[src/design/aes_rr_pkg.sv]
// shared types, constants and round functions for the reduced-round aes unit
// no dependencies; compiled first
package aes_rr_pkg;

  // configuration register indexes
  localparam logic CFG_ROUND_COUNT  = 1'b0;
  localparam logic CFG_FINAL_NO_MIX = 1'b1;

  // configuration reset values
  localparam logic [3:0] ROUND_COUNT_RST = 4'd10;
  localparam logic       FINAL_NO_MIX_RST = 1'b1;

  // input item modes
  localparam logic MODE_KEY_LOAD = 1'b0;
  localparam logic MODE_ENCRYPT  = 1'b1;

  localparam logic [7:0] BYTE_MASK = 8'hff;

  // forward s-box
  localparam logic [7:0] SBOX [256] = '{
    8'h63,8'h7c,8'h77,8'h7b,8'hf2,8'h6b,8'h6f,8'hc5,8'h30,8'h01,8'h67,8'h2b,8'hfe,8'hd7,8'hab,8'h76,
    8'hca,8'h82,8'hc9,8'h7d,8'hfa,8'h59,8'h47,8'hf0,8'had,8'hd4,8'ha2,8'haf,8'h9c,8'ha4,8'h72,8'hc0,
    8'hb7,8'hfd,8'h93,8'h26,8'h36,8'h3f,8'hf7,8'hcc,8'h34,8'ha5,8'he5,8'hf1,8'h71,8'hd8,8'h31,8'h15,
    8'h04,8'hc7,8'h23,8'hc3,8'h18,8'h96,8'h05,8'h9a,8'h07,8'h12,8'h80,8'he2,8'heb,8'h27,8'hb2,8'h75,
    8'h09,8'h83,8'h2c,8'h1a,8'h1b,8'h6e,8'h5a,8'ha0,8'h52,8'h3b,8'hd6,8'hb3,8'h29,8'he3,8'h2f,8'h84,
    8'h53,8'hd1,8'h00,8'hed,8'h20,8'hfc,8'hb1,8'h5b,8'h6a,8'hcb,8'hbe,8'h39,8'h4a,8'h4c,8'h58,8'hcf,
    8'hd0,8'hef,8'haa,8'hfb,8'h43,8'h4d,8'h33,8'h85,8'h45,8'hf9,8'h02,8'h7f,8'h50,8'h3c,8'h9f,8'ha8,
    8'h51,8'ha3,8'h40,8'h8f,8'h92,8'h9d,8'h38,8'hf5,8'hbc,8'hb6,8'hda,8'h21,8'h10,8'hff,8'hf3,8'hd2,
    8'hcd,8'h0c,8'h13,8'hec,8'h5f,8'h97,8'h44,8'h17,8'hc4,8'ha7,8'h7e,8'h3d,8'h64,8'h5d,8'h19,8'h73,
    8'h60,8'h81,8'h4f,8'hdc,8'h22,8'h2a,8'h90,8'h88,8'h46,8'hee,8'hb8,8'h14,8'hde,8'h5e,8'h0b,8'hdb,
    8'he0,8'h32,8'h3a,8'h0a,8'h49,8'h06,8'h24,8'h5c,8'hc2,8'hd3,8'hac,8'h62,8'h91,8'h95,8'he4,8'h79,
    8'he7,8'hc8,8'h37,8'h6d,8'h8d,8'hd5,8'h4e,8'ha9,8'h6c,8'h56,8'hf4,8'hea,8'h65,8'h7a,8'hae,8'h08,
    8'hba,8'h78,8'h25,8'h2e,8'h1c,8'ha6,8'hb4,8'hc6,8'he8,8'hdd,8'h74,8'h1f,8'h4b,8'hbd,8'h8b,8'h8a,
    8'h70,8'h3e,8'hb5,8'h66,8'h48,8'h03,8'hf6,8'h0e,8'h61,8'h35,8'h57,8'hb9,8'h86,8'hc1,8'h1d,8'h9e,
    8'he1,8'hf8,8'h98,8'h11,8'h69,8'hd9,8'h8e,8'h94,8'h9b,8'h1e,8'h87,8'he9,8'hce,8'h55,8'h28,8'hdf,
    8'h8c,8'ha1,8'h89,8'h0d,8'hbf,8'he6,8'h42,8'h68,8'h41,8'h99,8'h2d,8'h0f,8'hb0,8'h54,8'hbb,8'h16
  };

  // controller states
  typedef enum logic [1:0] {
    ST_IDLE = 2'b01,
    ST_RUN  = 2'b10
  } aes_rr_state_t;

  // controller to datapath commands
  typedef struct packed {
    logic load;     // take a new block into the state register
    logic key_we;   // store the incoming key word
    logic step;     // advance the state by one round
    logic first;    // initial key addition only
    logic mix;      // apply mixcolumns in this round
    logic capture;  // copy the finished block to the output register
  } aes_rr_cmd_t;

  // multiply by x in gf(2^8)
  function automatic logic [7:0] gf_double(input logic [7:0] b);
    logic [7:0] d;
    d = {b[6:0], 1'b0} & BYTE_MASK;
    return b[7] ? (d ^ 8'h1b) : d;
  endfunction

  // subbytes on four bytes already gathered by shiftrows, then optional mixcolumns
  function automatic logic [31:0] round_column(input logic [7:0] s0, input logic [7:0] s1,
                                               input logic [7:0] s2, input logic [7:0] s3,
                                               input logic mix);
    logic [7:0] a0, a1, a2, a3;
    logic [7:0] b0, b1, b2, b3;
    a0 = SBOX[s0];
    a1 = SBOX[s1];
    a2 = SBOX[s2];
    a3 = SBOX[s3];
    if (mix) begin
      b0 = gf_double(a0) ^ gf_double(a1) ^ a1 ^ a2 ^ a3;
      b1 = a0 ^ gf_double(a1) ^ gf_double(a2) ^ a2 ^ a3;
      b2 = a0 ^ a1 ^ gf_double(a2) ^ gf_double(a3) ^ a3;
      b3 = gf_double(a0) ^ a0 ^ a1 ^ a2 ^ gf_double(a3);
    end else begin
      b0 = a0;
      b1 = a1;
      b2 = a2;
      b3 = a3;
    end
    return {b0, b1, b2, b3};
  endfunction

endpackage

[src/design/aes_rr_ctrl.sv]
// controller: configuration registers, round sequencer and output handshake
// depends on aes_rr_pkg
module aes_rr_ctrl #(
  parameter int MAX_ROUNDS = 14
) (
  input  logic                               clk,
  input  logic                               rst_n,
  input  logic                               cfg_we,
  input  logic                               cfg_index,
  input  logic [3:0]                         cfg_wdata,
  input  logic                               in_valid,
  input  logic                               in_mode,
  output logic                               in_ready,
  output logic                               out_valid,
  input  logic                               out_ready,
  output aes_rr_pkg::aes_rr_cmd_t            cmd,
  output logic [$clog2(MAX_ROUNDS+1)-1:0]    rd_addr
);
  import aes_rr_pkg::*;

  localparam int RW = $clog2(MAX_ROUNDS + 1);

  aes_rr_state_t state_r, state_nxt;
  logic [RW-1:0] round_r, round_nxt;
  logic [3:0]    round_count_r;
  logic          final_no_mix_r;
  logic          out_valid_r, out_valid_nxt;
  logic [RW-1:0] last_round;
  logic          accept;
  logic          last;
  logic          stall;

  // configuration registers
  always_ff @(posedge clk) begin
    if (!rst_n) begin
      round_count_r  <= ROUND_COUNT_RST;
      final_no_mix_r <= FINAL_NO_MIX_RST;
    end else if (cfg_we) begin
      unique case (cfg_index)
        CFG_ROUND_COUNT:  round_count_r  <= cfg_wdata;
        CFG_FINAL_NO_MIX: final_no_mix_r <= cfg_wdata[0];
        default: ;
      endcase
    end
  end

  // round count saturates at the largest supported value
  assign last_round = (round_count_r > 4'(MAX_ROUNDS)) ? RW'(MAX_ROUNDS)
                                                       : round_count_r[RW-1:0];

  assign in_ready = (state_r == ST_IDLE);
  assign accept   = in_valid && in_ready;
  assign last     = (round_r == last_round);
  assign stall    = last && out_valid_r && !out_ready;

  // sequencer
  always_comb begin
    state_nxt     = state_r;
    round_nxt     = round_r;
    cmd           = '0;
    rd_addr       = '0;
    out_valid_nxt = out_valid_r && !out_ready;
    unique case (state_r)
      ST_IDLE: begin
        if (accept && (in_mode == MODE_ENCRYPT)) begin
          cmd.load  = 1'b1;
          round_nxt = '0;
          state_nxt = ST_RUN;
        end
        if (accept && (in_mode == MODE_KEY_LOAD)) begin
          cmd.key_we = 1'b1;
        end
      end
      ST_RUN: begin
        // fetch the next round's key row so it is ready when that round runs; hold the current one on the last round
        rd_addr   = last ? round_r : RW'(round_r + 1'b1);
        cmd.first = (round_r == '0);
        cmd.mix   = !(last && final_no_mix_r);
        if (!stall) begin
          cmd.step = 1'b1;
          if (last) begin
            cmd.capture   = 1'b1;
            out_valid_nxt = 1'b1;
            state_nxt     = ST_IDLE;
          end else begin
            round_nxt = RW'(round_r + 1'b1);
          end
        end
      end
      default: begin
        state_nxt = ST_IDLE;
      end
    endcase
  end

  // control registers
  always_ff @(posedge clk) begin
    if (!rst_n) begin
      state_r     <= ST_IDLE;
      round_r     <= '0;
      out_valid_r <= 1'b0;
    end else begin
      state_r     <= state_nxt;
      round_r     <= round_nxt;
      out_valid_r <= out_valid_nxt;
    end
  end

  assign out_valid = out_valid_r;

endmodule

[config.mk]
export PLATFORM = sky130hd
export DESIGN_NAME = aes_rr_ctrl
export DESIGN_NICKNAME = d
export VERILOG_FILES = /design/src/design/aes_rr_pkg.sv /design/src/design/aes_rr_ctrl.sv
export SDC_FILE = /design/constraint.sdc
export NUM_CORES = 1
export LEC_CHECK = 0
export ABC_AREA = 1
export BUFFER_PORTS_ARGS = -buffer_cell sky130_fd_sc_hd__buf_4
export CORE_MARGIN = 8
export CORE_UTILIZATION = 30
export DETAILED_ROUTE_END_ITERATION = 8
export GPL_ROUTABILITY_DRIVEN = 0
export PLACE_DENSITY = 0.58
export SKIP_CTS_REPAIR_TIMING = 1
export SYNTH_ARGS = -nofsm -noshare
export SYNTH_HDL_FRONTEND = slang
export SYNTH_SLANG_ARGS = --single-unit
export TNS_END_PERCENT = 20
[constraint.sdc]
create_clock -name clk -period 2.45 [get_ports clk]
set_input_delay 0.1225 -clock clk [delete_from_list [all_inputs] [get_ports clk]]
set_output_delay 0.1225 -clock clk [all_outputs]
set_load 0.005 [all_outputs]
Word level (Yosys, flattened, before mapping)

Index checks and enable logic that the tools add are counted.

Bits in registers: 12
Input bits: 11

Add/sub/neg operators: 1
Order comparisons: 1
Equality and inequality tests: 6
Multiplexer cells: 20
Bitwise operators: 2
Reduce and logical (&&, ||, !) cells: 15

Operators with widths:

| kind                  | count |
|---|---|
| $mux W4               | 6 |
| $mux W1               | 8 |
| $mux W2               | 4 |
| $pmux W4 S2           | 1 |
| $logic_and A1 B1 Y1   | 7 |
| $reduce_and A3 Y1     | 2 |
| $add A4 B1 Y4 const B | 1 |
| $eq A4 B4 Y1          | 1 |
| $gt A4 B4 Y1 const B  | 1 |
| $logic_not A4 Y1      | 1 |
| $ne A2 B2 Y1 const B  | 2 |
| $pmux W2 S2           | 1 |
| $reduce_and A2 Y1     | 2 |
| $eq A2 B1 Y1 const B  | 1 |
| $eq A2 B2 Y1 const B  | 1 |
| $logic_not A1 Y1      | 2 |
| $ne A2 B1 Y1 const B  | 1 |
| $not A1 Y1            | 2 |
| $reduce_bool A2 Y1    | 1 |

Depth between registers and ports, before layout

Depth in word-level cells: 7
Mapped depth: 12
Depth with buffers taken out: 12

Worst setup path after synthesis

OpenSTA, ideal clock, no wires.

Kind: flip-flop to flip-flop
Start: reg round_r[2]
End: reg state_r[0]
Setup time: 111 ps
Data arrival time: 1086 ps
Data required time: 2339 ps
Slack: 1253 ps
Stages on the path, launching flop included: 9
Buffers on the path: 0
Period minus slack after synthesis: 1197 ps
Cell sequence: dfxtp_1 > xor2_1 > nor2_4 > nand2_4 > inv_2 > nand2_4 > nand2_4 > a21oi_4 > inv_2

Word-level cells in the longest chain between the ends: 5
Elaborated cells on any way between the ends: 6
Classes of those cells: 3 x eq/ne; 3 x reduce/logical

Ends and longest elaborated chain:

| what                                   | RTL line           | source |
|---|---|---|
| start, declared                        | aes_rr_ctrl.sv:24  | `logic [RW-1:0] round_r, round_nxt;` |
| start signal, assigned                 | aes_rr_ctrl.sv:104 | `round_r <= round_nxt;` |
| $eq A4 B4 Y1 (*)                       | aes_rr_ctrl.sv:53  | `assign last = (round_r == last_round);` |
| $logic_and A1 B1 Y1 (2 in series)      | aes_rr_ctrl.sv:54  | `assign stall = last && out_valid_r && !out_ready;` |
| $ne A2 B2 Y1 (no source line)          | -                  |  |
| $reduce_and A3 Y1 (no source line) (*) | -                  |  |
| end signal, assigned                   | aes_rr_ctrl.sv:103 | `state_r <= state_nxt;` |
| end, declared                          | aes_rr_ctrl.sv:23  | `aes_rr_state_t state_r, state_nxt;` |

Mark *: on every way between the ends. The rest lies on a longest branch, timed or not.
A chain may end at the register's enable or synchronous reset.

Final worst setup path

Start: reg round_r[0]
End: out rd_addr[1]

Word-level cells in the longest chain between the ends: 3
Elaborated cells on any way between the ends: 4
Classes of those cells: 1 x add/sub; 1 x eq/ne; 2 x mux

Ends and longest elaborated chain:

| what                                                 | RTL line                             | source |
|---|---|---|
| $add A4 B1 Y4 / $eq A4 B4 Y1 (equally long branches) | aes_rr_ctrl.sv:76, aes_rr_ctrl.sv:53 |  |
| $mux W4 (*)                                          | -                                    |  |
| $mux W4 (*)                                          | aes_rr_ctrl.sv:63                    | `unique case (state_r)` |
| end, declared                                        | aes_rr_ctrl.sv:17                    | `output logic [$clog2(MAX_ROUNDS+1)-1:0] rd_addr` |

Marks and branches as above.

==> metrics.md <==
| Metric | Value |
|---|---|
| Status | complete, no violations |
| Final Hold Fails | 0 |
| Most frequent cell after synthesis | nand2_1 |
| CP Launch Type | flop |
| # setup viols final | 0 |
| Clk pwr share | 0.277 |
| Sequential power share | 0.497 |
| Flop2flop setup slack | 1080 ps |
| Vias | 792 |
| Area growth, synth to finish | 27.30% |
| Post-synth top flop | dfxtp_1 |
| First-pass GRT wire length | 3.353 mm |
| YS warnings | 0 |
| Max frequency | 597.8 MHz |
| Sw power | 0.1349 mW |
| Logic gate share of total power | 0.225 |
| Post-synth EDFFs | 0 |
| Initial Util | 0.3064 |
| Mapped Nets | 138 |
| Fin crit share | 0.6828 |
| Cell internal pwr | 0.3057 mW |
| Clock root cell | clkbuf_4 |
| Post-synthesis register bit count | 12 |
| Worst reg2reg startpoint | round_r[1]$_SDFFE_PN0P_ |
| Finished Layout Cells | 180 |
| CTS H-tree lvls | 1 |
| Longest Clk Path Bufs | 2 |
| Async SR Flop Fraction | 0 |
| Clock Pin Slew Worst Setup and Hold Paths | 80 ps |
| Grt met1 use | 0.1064 |
| Net Sw Frac | 0.3062 |
| Fin nets | 164 |
| Pwr/cell area | 424.2 nW/µm² |
| First drt pass iteration count | 7 |
| Total GRT Usage | 0.09285 |
| Fin crit period | 1673 ps |
| Synth top area cells | dfxtp_1 29%, nand2_1 15%, inv_1 11% |
| Final HPWL DP | 1.586 mm |
| Die area | 4644 µm² |
| RSZ-0062 raised after global routing | false |
| Place WS | ~1100 ps |
| Final worst slack | 777.1 ps |
| Clock buffer count from CTS | 3 |
| Worst path required time | around 2300 ps |
| # DRC | 0 |
| Worst Reg-to-Reg Cells | 11 |
| Mapped Cells | ~130 |
| Largest net degree at the start of global routing | 11 |
| Hold path endpoint | round_count_r[2]$_SDFFE_PN0P_ |
| DR iter-0 viols | 11 |
| Clock Sinks | 12 |
| Register area share after synthesis | 0.2945 |
| Filler cells | 302 |
| Clock Skews | 5.595 ps |
| Placed Cells incl. Taps | around 180 |
| Synth area leader | dfxtp_1 |
| Final slew viol count | 0 |
| Setup TNS | 0 ps |
| Crit. End Element | output port |
| Power Total | approximately 0.44 mW |
| Grt ovf | 0 |
| Worst-path maximum fanout | 6 |
| Ratio of cells with drive above 1 in the final layout | 0.2752 |
| Final WL | between 1.5 and 2 mm |
| Met2 global-route usage | 0.1454 |
| Max Cap Violations | 0 |
| Worst VDD drop | 0.0002389 V |
| Least-Margin Pin Slew | 365.1 ps |
| Layout Utilization | 0.3900 |
| GR Util met3 | 0.02782 |
| Die Y | slightly below 70 µm |
| Hold Path Cell Cnt | 3 |
| Syn Area/Cell | 6.526 µm² |
| Wire per inst | 10.81 µm |
| Reg2reg end | round_r[3]$_SDFFE_PN0P_ |
| Post-route ant nets | 0 |
| Setup Crit Path Kind | flop to output port |
| Vias/cell | between 4 and 5 |
| Hold_sp | cfg_wdata[2] |
| Hold Crit Class | input port to flop |
| Synth top cells by count | 33 x nand2_1, 24 x inv_1, 15 x nand3_1 |
| CTS tree | done |
| Synth Cell Area | 815.8 µm² |
| Leak Pwr | 0.6192 nW |
| Worst path arrival time | 1550 ps |
| Clock Latency Late Sink | 270 ps |
| PortBufs | 22 |
| Synth top area share | 0.2945 |
| Busiest layer in global routing | met2 |
| Slew headroom | 0.7557 |
| Core box area | ~2700 µm² |
| Yosys cell types | 19 |
| Ports | 23 |
| Number of global-route vias before repair | between 700 and 800 |
| Ant diodes | 0 |
| Initial antenna violation count | 0 |
| Die Span X | 68.15 µm |
| Std cell rows | 19 |
flip-flops by register name, summed over array words and instances (netlist names):
register	cells
round_count_r	4
round_r	4
state_r	2
final_no_mix_r	1
out_valid	1
placed cells by master (no fill, tap or decap), drive strengths merged:
master and instances:
a21oi 4, buf 22, clkbuf 3, dfxtp 12
ha 2, inv 28, nand2 39, nand3 17
nor2 15, o211ai 2, o21ai 2, xor2 3
how the worst max path moves through the flow:
stage                                 start                 endpoint  depth (start not counted)
global placement    round_r[1]$_SDFFE_PN0P_               rd_addr[2]                         11
floorplan           round_r[2]$_SDFFE_PN0P_  state_r[0]$_SDFFE_PN1P_                          8
global route        round_r[1]$_SDFFE_PN0P_               rd_addr[1]                         10
detailed placement  round_r[1]$_SDFFE_PN0P_               rd_addr[2]                         11
finish              round_r[0]$_SDFFE_PN0P_               rd_addr[1]                          7
CTS                 round_r[1]$_SDFFE_PN0P_               rd_addr[2]                         11
layout make-up:
cell class / instances / area [µm²] / share of cell area
Clock buffer: 3 / 22.52 / 0.02169
Inverter: 28 / 105.1 / 0.1012
Multi-Input combinational cell: 84 / 466.7 / 0.4494
Sequential cell: 12 / 240.2 / 0.2313
Tap cell: 31 / 38.79 / 0.03735
Timing Repair Buffer: 22 / 165.2 / 0.1590
through the flow:
step                      instance area, µm²  hold WS, ps
after floorplan                        815.8        252.9
after global placement                  1016        341.3
after detailed placement                1016        349.3
after CTS                               1039        65.90
after global routing                    1039        68.93
final                                   1039        69.11
power groups by stage:
| stage | Clock (mW) | Sequential, mW | Combinational, mW |
|---|---|---|---|
| floorplan | 0 | 0.220 | 0.0675 |
| global placement | 0 | 0.224 | 0.0979 |
| detailed placement | 0 | 0.224 | 0.0989 |
| CTS | 0.128 | 0.219 | 0.0994 |
| global route | 0.134 | 0.220 | 0.113 |
| finish | 0.122 | 0.219 | 0.0992 |
worst max-delay path, cell delays in order, from the launching register on:
cell	delay (ps)
dfxtp_1	450
inv_1	120
ha_1	310
inv_1	60
nand2_1	50
nand3_1	110
inv_1	50
buf_4	130
routing by layer:
layer  vias up  share of wire
met1       344           0.46
met3         4          0.049
met5         -              0
met4         0          0.018
met2        19           0.47
li1        425              -
cell families (layout without fill, tap and decap cells):
group,Yosys count,after routing,synth area share
simple gates,71,71,0.4402
buf+inv,29,53,0.1334
flops,12,12,0.2945
compound gates,8,8,0.06901
xor+xnor,3,3,0.03221
fa+ha+maj,2,2,0.03067
Power figures use the tool's default switching activity.
